<file path="src/single_button_dimmer_macros.svh">
// Assertion macros for the single button dimmer.
// Define NO_ASSERTIONS to compile them away.
`ifndef SINGLE_BUTTON_DIMMER_MACROS_SVH
`define SINGLE_BUTTON_DIMMER_MACROS_SVH

`ifndef NO_ASSERTIONS
// Property holds at every edge outside reset.
`define SBD_ASSERT(label, prop, msg) \
  label: assert property (@(posedge clk) disable iff (!rst_n) (prop)) else $error(msg);
// Condition never holds outside reset.
`define SBD_ASSERT_NEVER(label, cond, msg) \
  label: assert property (@(posedge clk) disable iff (!rst_n) !(cond)) else $error(msg);
`else
`define SBD_ASSERT(label, prop, msg)
`define SBD_ASSERT_NEVER(label, cond, msg)
`endif

`endif

</file>
<file path="src/sbd_pkg.sv">
`default_nettype none

package sbd_pkg;

  localparam int unsigned TimeW  = 32;
  localparam int unsigned MsW    = 16;
  localparam int unsigned StepW  = 6;
  localparam int unsigned LevelW = 7;
  localparam int unsigned DutyW  = 8;
  localparam int unsigned IdxW   = 3;

  localparam logic [LevelW-1:0] LevelMax = 7'd100;

  // level*255/100 as level*round_up(255*2^19/100) >> 19, exact for level <= 100
  localparam logic [20:0] DutyRecip = 21'd1336935;
  localparam int unsigned DutyShift = 19;

  typedef enum logic [IdxW-1:0] {
    REG_LONG_PRESS    = 3'd0,
    REG_RAMP_INTERVAL = 3'd1,
    REG_MIN_CLICK     = 3'd2,
    REG_RAMP_STEP     = 3'd3,
    REG_ON_LEVEL      = 3'd4
  } reg_idx_t;

  typedef struct packed {
    logic [MsW-1:0]    long_press_ms;
    logic [MsW-1:0]    ramp_interval_ms;
    logic [MsW-1:0]    min_click_ms;
    logic [StepW-1:0]  ramp_step;
    logic [LevelW-1:0] on_level_pct;
  } cfg_t;

  typedef struct packed {
    logic                     prev_pressed;
    logic [TimeW-1:0]         press_start;
    logic                     long_hold_seen;
    logic signed [LevelW-1:0] ramp_dir;
    logic [TimeW-1:0]         last_step_time;
    logic [LevelW-1:0]        level;
    logic                     lamp_on;
    logic [DutyW-1:0]         duty;
  } state_t;

  function automatic logic [DutyW-1:0] duty_of(input logic [LevelW-1:0] lv);
    logic [27:0] prod;
    prod = 28'(lv) * 28'(DutyRecip);
    return prod[DutyShift +: DutyW];
  endfunction

endpackage

`default_nettype wire

</file>
<file path="src/sbd_update.sv">
`default_nettype none

module sbd_update (
  input  sbd_pkg::cfg_t                  cfg,
  input  sbd_pkg::state_t                cur,
  input  logic                           pressed,
  input  logic [sbd_pkg::TimeW-1:0]      now_ms,
  output sbd_pkg::state_t                nxt
);

  logic                          rise;
  logic                          hold;
  logic                          fall;
  logic [sbd_pkg::TimeW-1:0]     held_ms;
  logic [sbd_pkg::TimeW-1:0]     since_step;
  logic                          long_hold;
  logic                          do_step;
  logic                          click;
  logic signed [8:0]             stepped;
  logic [sbd_pkg::LevelW-1:0]    on_level_sat;
  logic [sbd_pkg::LevelW-1:0]    level_new;
  logic                          lamp_new;

  assign rise = pressed & ~cur.prev_pressed;
  assign hold = pressed & cur.prev_pressed;
  assign fall = ~pressed & cur.prev_pressed;

  assign held_ms    = now_ms - cur.press_start;
  assign since_step = now_ms - cur.last_step_time;

  assign long_hold = hold && (held_ms > {16'd0, cfg.long_press_ms});
  assign do_step   = long_hold && (since_step > {16'd0, cfg.ramp_interval_ms});
  assign click     = fall && !cur.long_hold_seen && (held_ms > {16'd0, cfg.min_click_ms});

  assign stepped = $signed({2'b00, cur.level}) + 9'(cur.ramp_dir);

  assign on_level_sat = (cfg.on_level_pct > sbd_pkg::LevelMax) ? sbd_pkg::LevelMax
                                                               : cfg.on_level_pct;

  always_comb begin
    nxt       = cur;
    level_new = cur.level;
    lamp_new  = cur.lamp_on;

    nxt.prev_pressed = pressed;

    if (rise) begin
      nxt.press_start    = now_ms;
      nxt.long_hold_seen = 1'b0;
    end

    if (long_hold) begin
      nxt.long_hold_seen = 1'b1;
      lamp_new           = 1'b1;
    end

    if (do_step) begin
      // clamp at the ends and reverse with the configured step size
      if (stepped >= $signed({2'b00, sbd_pkg::LevelMax})) begin
        level_new    = sbd_pkg::LevelMax;
        nxt.ramp_dir = -$signed({1'b0, cfg.ramp_step});
      end else if (stepped <= 9'sd0) begin
        level_new    = '0;
        nxt.ramp_dir = $signed({1'b0, cfg.ramp_step});
      end else begin
        level_new = stepped[sbd_pkg::LevelW-1:0];
      end
      nxt.last_step_time = now_ms;
    end

    if (click) begin
      lamp_new = ~cur.lamp_on;
      if (!cur.lamp_on && cur.level == '0) begin
        level_new = on_level_sat;
      end
    end

    nxt.level   = level_new;
    nxt.lamp_on = lamp_new;

    if (do_step || (click && lamp_new)) begin
      nxt.duty = sbd_pkg::duty_of(level_new);
    end else if (click) begin
      nxt.duty = '0;
    end
  end

endmodule

`default_nettype wire

</file>
<file path="src/single_button_dimmer.sv">
// Single button dimmer: takes timestamped samples of one button and gives, for
// every sample, the lamp state, the brightness level in percent and the drive duty.
// Input stream: in_tdata carries the button level and its millisecond timestamp.
// Output stream: one transaction per input transaction, in order.
// Configuration: cfg_valid/cfg_ready with cfg_index and cfg_data, always ready;
// write only while no sample is in flight. Indexes above the register list are
// dropped.
// Path: a sample waits in the input register; the state update and the result
// register load happen on the edge at which it advances, so the result is then on
// out_tdata and leaves at the first edge with out_tready high.
// Throughput: one sample per cycle while out_tready is high; the state feedback is a
// single add, clamp and constant multiply, so only a stall on the output lowers the rate.
// Stall: while out_tready is low the result is held; one more sample is taken into
// the input register, then in_tready drops until the result leaves.
// Reset (rst_n low, synchronous): lamp off, level 0, duty 0, ramp direction +1,
// registers back to 400, 15, 50, 5 and 100.
`default_nettype none

module single_button_dimmer (
  input  logic        clk,
  input  logic        rst_n,
  input  logic        in_tvalid,
  output logic        in_tready,
  input  logic [39:0] in_tdata,   // [0] button_pressed, [32:1] now_ms, [39:33] zero
  output logic        out_tvalid,
  input  logic        out_tready,
  output logic [15:0] out_tdata,  // [0] led_on, [7:1] level_pct, [15:8] pwm_duty
  input  logic        cfg_valid,
  output logic        cfg_ready,
  input  logic [2:0]  cfg_index,
  input  logic [15:0] cfg_data
);

  sbd_pkg::cfg_t   cfg_r;
  sbd_pkg::state_t state_r;
  sbd_pkg::state_t state_nxt;

  logic                        s1_valid_r;
  logic                        s1_pressed_r;
  logic [sbd_pkg::TimeW-1:0]   s1_now_r;
  logic                        advance;

  logic        out_valid_r;
  logic [15:0] out_data_r;

  assign cfg_ready = 1'b1;

  always_ff @(posedge clk) begin
    if (!rst_n) begin
      cfg_r.long_press_ms    <= 16'd400;
      cfg_r.ramp_interval_ms <= 16'd15;
      cfg_r.min_click_ms     <= 16'd50;
      cfg_r.ramp_step        <= 6'd5;
      cfg_r.on_level_pct     <= 7'd100;
    end else if (cfg_valid && cfg_ready) begin
      unique case (sbd_pkg::reg_idx_t'(cfg_index))
        sbd_pkg::REG_LONG_PRESS:    cfg_r.long_press_ms    <= cfg_data;
        sbd_pkg::REG_RAMP_INTERVAL: cfg_r.ramp_interval_ms <= cfg_data;
        sbd_pkg::REG_MIN_CLICK:     cfg_r.min_click_ms     <= cfg_data;
        sbd_pkg::REG_RAMP_STEP:     cfg_r.ramp_step        <= cfg_data[sbd_pkg::StepW-1:0];
        sbd_pkg::REG_ON_LEVEL:      cfg_r.on_level_pct     <= cfg_data[sbd_pkg::LevelW-1:0];
        default: ;
      endcase
    end
  end

  // the input register moves on whenever the result register can take its result
  assign advance   = s1_valid_r && (!out_valid_r || out_tready);
  assign in_tready = !s1_valid_r || advance;

  always_ff @(posedge clk) begin
    if (!rst_n) begin
      s1_valid_r <= 1'b0;
    end else if (in_tready) begin
      s1_valid_r <= in_tvalid;
    end
  end

  always_ff @(posedge clk) begin
    if (in_tvalid && in_tready) begin
      s1_pressed_r <= in_tdata[0];
      s1_now_r     <= in_tdata[32:1];
    end
  end

  sbd_update u_update (
    .cfg     (cfg_r),
    .cur     (state_r),
    .pressed (s1_pressed_r),
    .now_ms  (s1_now_r),
    .nxt     (state_nxt)
  );

  always_ff @(posedge clk) begin
    if (!rst_n) begin
      state_r.prev_pressed   <= 1'b0;
      state_r.press_start    <= '0;
      state_r.long_hold_seen <= 1'b0;
      state_r.ramp_dir       <= 7'sd1;
      state_r.last_step_time <= '0;
      state_r.level          <= '0;
      state_r.lamp_on        <= 1'b0;
      state_r.duty           <= '0;
    end else if (advance) begin
      state_r <= state_nxt;
    end
  end

  always_ff @(posedge clk) begin
    if (!rst_n) begin
      out_valid_r <= 1'b0;
    end else if (advance) begin
      out_valid_r <= 1'b1;
    end else if (out_tready) begin
      out_valid_r <= 1'b0;
    end
  end

  always_ff @(posedge clk) begin
    if (advance) begin
      out_data_r <= {state_nxt.duty, state_nxt.level, state_nxt.lamp_on};
    end
  end

  assign out_tvalid = out_valid_r;
  assign out_tdata  = out_data_r;

`include "single_button_dimmer_macros.svh"

  `SBD_ASSERT_NEVER(a_level_range, state_r.level > sbd_pkg::LevelMax, "level above 100")
  `SBD_ASSERT(a_off_means_zero_duty, !state_r.lamp_on |-> state_r.duty == '0, "duty while off")
  `SBD_ASSERT(a_s1_held, s1_valid_r && !advance |=> s1_valid_r && $stable(s1_now_r), "sample lost")
  `SBD_ASSERT(a_state_only_on_advance, !advance |=> $stable(state_r.level), "level moved idle")

endmodule

`default_nettype wire
</file>
<file path="config.mk">
export PLATFORM = sky130hd
export DESIGN_NAME = single_button_dimmer
export DESIGN_NICKNAME = d
export VERILOG_FILES = /design/src/sbd_pkg.sv /design/src/sbd_update.sv /design/src/single_button_dimmer.sv
export VERILOG_INCLUDE_DIRS = /design/src /design/src/src
export SDC_FILE = /design/constraint.sdc
export NUM_CORES = 1
export LEC_CHECK = 0
export ABC_AREA = 1
export ABC_CLOCK_PERIOD_IN_PS = 13550
export BUFFER_PORTS_ARGS = -buffer_cell sky130_fd_sc_hd__buf_2
export CAP_MARGIN = 40
export CORE_ASPECT_RATIO = 1.4
export CORE_MARGIN = 1
export CORE_UTILIZATION = 41
export CTS_CLUSTER_DIAMETER = 80
export DETAILED_ROUTE_END_ITERATION = 6
export HOLD_SLACK_MARGIN = 0.1
export PLACE_DENSITY = 0.55
export SLEW_MARGIN = 20
export SYNTH_ARGS = -nofsm -noshare
export SYNTH_HDL_FRONTEND = slang
export SYNTH_SLANG_ARGS = --single-unit
</file>
<file path="constraint.sdc">
create_clock -name clk -period 13.55 [get_ports clk]
set_input_delay 2.0325 -clock clk [delete_from_list [all_inputs] [get_ports clk]]
set_output_delay 2.0325 -clock clk [all_outputs]
set_load 0.01 [all_outputs]
</file>
==> results of run 1 <==
-- power by group through the flow --
stage               Clock, uW  Combinational [uW]  Sequential (uW)
floorplan                   0                 390              667
global placement            0                 535              674
detailed placement          0                 542              675
CTS                       627                 545              662
global route              646                 618              663
finish                    608                 540              661
-- registers in the layout, summed over array words and instances, names as in the netlist --
name	cells
out_tvalid	1
s1_pressed_r	1
state_r	89
s1_now_r	32
s1_valid_r	1
cfg_r	61
out_tdata	16
-- routing by layer --
metal / track usage / routed length [um] / vias up
li1: - / - / 7740
met1: 0.245 / 18100 / 6440
met2: 0.461 / 24600 / 242
met3: 0.0203 / 1170 / 87
met4: 0.106 / 2040 / 0
met5: 0 / 0 / -
-- tightest hold or removal path: cells and delay by family, from the launching register on --
family                 cells  cell delay [ps]
DFF                        1              300
buffers and inverters      1               60
AOI/OAI and AO/OA          1               50
-- final cells by class --
type,count,area (um2)
Antenna cell,1,2.50
Clock inverter,11,80.1
Clock buffer,31,646
Fill cell,4011,20700
Timing Repair Buffer,83,480
Sequential cell,201,4510
Inverter,481,1810
Multi-Input combinational cell,1676,9480
Tap cell,522,653
-- cells in the mapped netlist (3+ instances only) --
library cell	instances
nand3_2	8
o21ai_1	4
nand3b_1	4
nand2_2	11
edfxtp_1	49
nand3_1	102
xor2_1	38
o311ai_0	3
xnor2_1	6
or2_2	3
o211ai_1	13
nor2_2	8
and2_1	4
clkbuf_1	35
nand4_1	25
o21a_1	3
fa_1	19
o21ai_0	146
inv_2	8
a31oi_1	9
o21bai_1	6
a21oi_1	199
dfxtp_1	152
nor2_1	187
inv_1	472
a211oi_1	4
ha_1	181
nand2_1	646
nor4_1	3
nor3_1	17
-- path summary, 6_finish.rpt --
check / end / cells past startpoint
min reg2reg: state_r[29] / 2
min: state_r[29] / 2
max reg2reg: out_tdata[14] / 46
max: out_tdata[14] / 46
-- cell families after synthesis --
group           Yosys count
other cells               1
xor+xnor                 44
simple gates           1032
fa+ha+maj               200
buf+inv                 520
flops                   201
compound gates          399
-- stage by stage --
stage	hold slack [ps]	utilization	total power [uW]	cell area, um2	cells
4_1_cts	461	0.460	1830	17700	3005
6_report	457	0.460	1810	17700	3006
3_3_place_gp	447	0.440	1210	16900	2961
3_5_place_dp	451	0.441	1220	16900	2963
5_1_grt	476	0.460	1930	17700	3005
2_1_floorplan	435	-	1060	16000	2397
==> impl_metrics.py, run 1 <==
metrics = {
    "outcome": {
        "status": "finished clean",
    },
    "logic_synthesis": {
        "synth_compound_area_frac": 0.134,
        "ys.flop_type": "dfxtp_1",
        "synth.area.top_cells": "dfxtp_1, nand2_1, ha_1, inv_1, edfxtp_1",
        "synth_largest_area_cell": "dfxtp_1",
        "ys_ff_latch": 201,
        "avgSynthCellArea_um2": 6.66,
        "syn_area_um2": 16000,
        "syn_nets": 2661,
        "synth_top_area_frac": 0.191,
        "seq_area_frac_synth": 0.283,
        "synth-xor-area-share": 0.0242,
        "synthCells": 2397,
        "synth_cell_types": 52,
        "synth_top_family_by_area": "simple AND/OR/NAND/NOR gates",
        "async_reset_ff_frac": 0,
        "yosysWarnings": 0,
        "synth_fa_ha_area_frac": 0.166,
        "synth-edff-count": 49,
        "synthMuxAreaShare": 0,
        "synth-simple-area-share": 0.270,
    },
    "setup_path": {
        "cp_data_required_time_ps": 13830,
        "startpoint": "s1_now_r[0]",
        "timing.rr.start": "s1_now_r[0]",
        "critPathMaxStageDelay_ps": 600,
        "worstPathArrival_ps": 9020,
        "critPathTopFamily": "simple AND/OR/NAND/NOR gates",
        "cp_max_fo": 19,
        "cpMostUsedCell": "nand2_1",
        "rrSetupSlack_ps": 4810,
        "crit_path_start_kind": "flip-flop",
        "endpoint_kind": "flip-flop",
        "crit_path_top_delay_cell": "fa_1",
        "path_class": "reg -> reg",
        "path_buf_inv": 7,
    },
    "power": {
        "switching_share": 0.354,
        "clkPwrFrac": 0.336,
        "p_comb_frac": 0.298,
        "pwr-share-seq": 0.365,
        "p_sw_uw": 641,
        "peakVddDrop_v": 0.000108,
        "p_leak_uw": 0.00919,
        "powerDensity_nw_per_um2": 102,
        "internal-power_uw": 1170,
    },
    "sta": {
        "finalMaxSlewViolations": 0,
        "finalSetupTns_ps": 0,
        "finalCritPeriodShare": 0.645,
        "fin_crit_ps": 8740,
        "slew_headroom": 0.478,
        "max_freq_mhz": 114,
        "hold_viol_final": 0,
        "rsz0062_at_grt": "no",
        "skew_ps": 23.2,
        "setup_violations": 0,
        "worst_pin_slew_ps": 777,
        "fin_ws_ps": 4810,
    },
    "die": {
        "fp.dieH_um": 235,
        "die-area_um2": 39700,
        "initial_utilization": 0.416,
        "num_rows": 85,
        "die_w_um": 169,
        "coreArea_um2": 38400,
        "ios": 83,
    },
    "placement": {
        "port_buffers": 74,
        "dp_hpwl_um": 37900,
        "post-place-ws_ps": 4850,
        "place_congestion": 0.939,
    },
    "clock_tree": {
        "cts_buffers": 23,
        "postCtsSetupRepairBufs": 0,
        "htreeDepth": 1,
        "clk_pin_slew_ps": 60,
        "hold_buffers": 0,
        "clock_path_buffers": 3,
        "clkSinkCount": 201,
        "clkLatencyLatePin_ps": 550,
        "cts-root-buf": "clkbuf_16",
        "cts_resized": 0,
        "cts_tree": "yes",
    },
    "finish": {
        "final_cell_mix": "nand2_1, inv_1, a21oi_1, nor2_1, ha_1",
        "drive_above_1_share": 0.0685,
        "mostFrequentLayoutCell": "nand2_1",
        "fin_nets": 2730,
        "area_growth_pct": 10.7,
    },
    "route": {
        "first_pass_iters": 5,
        "totalWireLength_um": 45900,
        "via_count": 14500,
        "wire_per_inst_um": 15.3,
        "drc": 0,
        "viasPerCell": 4.83,
        "dr.first_iter.drc_count": 761,
        "postRouteAntennaNets": 0,
    },
    "global_route": {
        "track_usage": 0.234,
        "grt_pass1_vias": 14100,
        "grt_antenna_before_repair": 1,
        "grt_overflow": 0,
        "grt_max_degree": 67,
        "grt_pass1_wl_um": 72300,
    },
    "min_path": {
        "holdCritStartpoint": "state_r[29]",
        "hold_path.class": "reg -> reg",
    },
    "run": {
        "maxCapViolations": 0,
    },
}
Power figures use the tool's default switching activity.
==> inputs of run 2 (changes only) <==
--- a/config.mk
+++ b/config.mk
@@ -7,7 +7,7 @@
 export NUM_CORES = 1
 export LEC_CHECK = 0
 export ABC_AREA = 1
-export ABC_CLOCK_PERIOD_IN_PS = 13550
+export ABC_CLOCK_PERIOD_IN_PS = 7050
 export BUFFER_PORTS_ARGS = -buffer_cell sky130_fd_sc_hd__buf_2
 export CAP_MARGIN = 40
 export CORE_ASPECT_RATIO = 1.4
@@ -16,7 +16,7 @@
 export CTS_CLUSTER_DIAMETER = 80
 export DETAILED_ROUTE_END_ITERATION = 6
 export HOLD_SLACK_MARGIN = 0.1
-export PLACE_DENSITY = 0.55
+export PLACE_DENSITY = 0.57
 export SLEW_MARGIN = 20
 export SYNTH_ARGS = -nofsm -noshare
 export SYNTH_HDL_FRONTEND = slang
==> constraint.sdc (replaced) <==
create_clock -name clk -period 7.05 [get_ports clk]
set_input_delay 1.0575 -clock clk [delete_from_list [all_inputs] [get_ports clk]]
set_output_delay 1.0575 -clock clk [all_outputs]
set_load 0.01 [all_outputs]
==> impl_metrics.py, run 2 (synthesis gave the netlist of run 1 again) <==
metrics = {
    "outcome": {
        "status": "finished with violations",
        "violations": "negative setup slack",
    },
    "sta": {
        "rsz0062_at_grt": "yes",
        "fin_ws_ps": -68.5,
        "setup_violations": 11,
        "skew_ps": 18.5,
        "fin_crit_ps": 7120,
        "finalCritPeriodShare": 1.01,
        "worst_pin_slew_ps": 918,
        "max_freq_mhz": 140,
        "finalSetupTns_ps": -221,
        "slew_headroom": 0.380,
        "hold_viol_final": 0,
        "hold_ws_ps": 457,
        "finalMaxSlewViolations": 0,
    },
    "placement": {
        "place_congestion": 0.968,
        "post_dp_cell_area_um2": 18700,
        "port_buffers": 74,
        "post-place-ws_ps": -637,
        "dp_hpwl_um": 40200,
    },
    "finish": {
        "multi_input_area_um2": 10600,
        "fin_nets": 2994,
        "mostFrequentLayoutCell": "nand2_1",
        "final_cell_mix": "nand2_1, inv_1, buf_4, a21oi_1, nor2_1",
        "register_area_um2": 4510,
        "top_regs": "state_r x89, cfg_r x61, s1_now_r x32",
        "largest_register_ff_count": 89,
        "area_growth_pct": 30.8,
        "regMostFlops": "state_r",
        "num-fill-cells": 3755,
        "drive_above_1_share": 0.227,
        "final_core_util": 0.543,
        "post-route-cell-area_um2": 20900,
    },
    "setup_path": {
        "startpoint": "s1_now_r[4]",
        "cpMostUsedCell": "nand2_2",
        "cp_max_fo": 6,
        "endpoint_kind": "flip-flop",
        "path_buf_inv": 4,
        "path_class": "reg -> reg",
        "rrSetupSlack_ps": -70,
        "timing.rr.start": "s1_now_r[4]",
        "crit_path_top_delay_cell": "fa_2",
        "cp_data_required_time_ps": 7350,
        "worstPathArrival_ps": 7420,
        "timing.rr.end": "out_tdata[14]",
        "crit_path_start_kind": "flip-flop",
        "critPathMaxStageDelay_ps": 540,
        "r2r_cells": 44,
        "critPathTopFamily": "simple AND/OR/NAND/NOR gates",
    },
    "clock_tree": {
        "clock_path_buffers": 3,
        "clk_pin_slew_ps": 60,
        "clkLatencyLatePin_ps": 550,
        "htreeDepth": 1,
        "cts_buffers": 24,
        "cts-root-buf": "clkbuf_16",
        "cts_tree": "yes",
        "clkSinkCount": 201,
    },
    "die": {
        "coreArea_um2": 38400,
        "initial_utilization": 0.416,
        "ios": 83,
        "die-area_um2": 39700,
        "die_w_um": 169,
        "num_rows": 85,
        "fp.dieH_um": 235,
    },
    "min_path": {
        "hold_end": "state_r[46]",
        "hold_path.class": "reg -> reg",
        "holdPathStages": 2,
        "holdCritStartpoint": "state_r[46]",
    },
    "global_route": {
        "grt_pass1_wl_um": 77000,
        "grt_antenna_before_repair": 0,
        "grt_max_degree": 97,
        "grt_overflow": 0,
        "track_usage": 0.247,
        "grt_pass1_vias": 15500,
    },
    "run": {
        "maxCapViolations": 0,
    },
    "power": {
        "peakVddDrop_v": 0.000257,
        "p_leak_uw": 0.0106,
        "powerDensity_nw_per_um2": 192,
    },
    "route": {
        "totalWireLength_um": 49500,
        "dr.first_iter.drc_count": 638,
        "wire_per_inst_um": 15.1,
        "viasPerCell": 4.84,
        "postRouteAntennaNets": 0,
        "first_pass_iters": 5,
        "drc": 0,
        "via_count": 15800,
    },
}
-- run 2: area by class of cell --
| type | count | share of cell area |
|---|---|---|
| Multi-Input combinational cell | 1676 | 0.507 |
| Inverter | 481 | 0.0869 |
| Clock inverter | 13 | 0.00660 |
| Antenna cell | 1 | 0.000120 |
| Timing Repair Buffer | 346 | 0.120 |
| Clock buffer | 31 | 0.0320 |
| Sequential cell | 201 | 0.216 |
| Tap cell | 522 | 0.0313 |
-- run 2: worst max-delay path by stage --
stage	end	slack, ps	cells after the start
floorplan	out_tdata[14]	100	47
global placement	out_tdata[10]	-560	35
detailed placement	out_tdata[10]	-640	36
CTS	out_tdata[11]	-160	44
global route	state_r[6]	-470	46
finish	out_tdata[14]	-70	44
-- run 2: per-stage QoR --
| step | power [uW] | instances |
|---|---|---|
| 5_1_grt | 4240 | 3270 |
| 3_3_place_gp | 2540 | 3199 |
| 2_1_floorplan | 2030 | 2397 |
| 6_report | 4010 | 3271 |
| 4_1_cts | 3950 | 3257 |
| 3_5_place_dp | 2570 | 3200 |
-- run 2: layer usage --
| metal | GRT usage | part of all wire | wire length, um |
|---|---|---|---|
| met1 | 0.244 | 0.37 | 18500 |
| met2 | 0.487 | 0.54 | 26800 |
| met3 | 0.0197 | 0.024 | 1210 |
| met4 | 0.155 | 0.062 | 3090 |
| met5 | 0 | 0 | 0 |
-- run 2: worst min-delay path: cells and delay by family (launching register included) --
| family | cells | cell delay, ps |
|---|---|---|
| DFF | 1 | 290 |
| buffers and inverters | 1 | 60 |
| AOI/OAI and AO/OA | 1 | 60 |
-- run 2: timing repair --
action / CTS / global route
pin swaps: 66 / 85
endpoints found under the setup margin: 16 / 16
hold buffers: 0 / 0
gates resized for setup: 144 / 106
buffers inserted: 14 / 12
-- run 2: where the power goes --
| part | total (uW) | internal [uW] | leakage, uW | switching (uW) |
|---|---|---|---|---|
| logic | 1480 | 641 | 0.00846 | 838 |
| registers | 1270 | 1230 | 0.00171 | 32.0 |
| clock network | 1260 | 745 | 0.000391 | 515 |
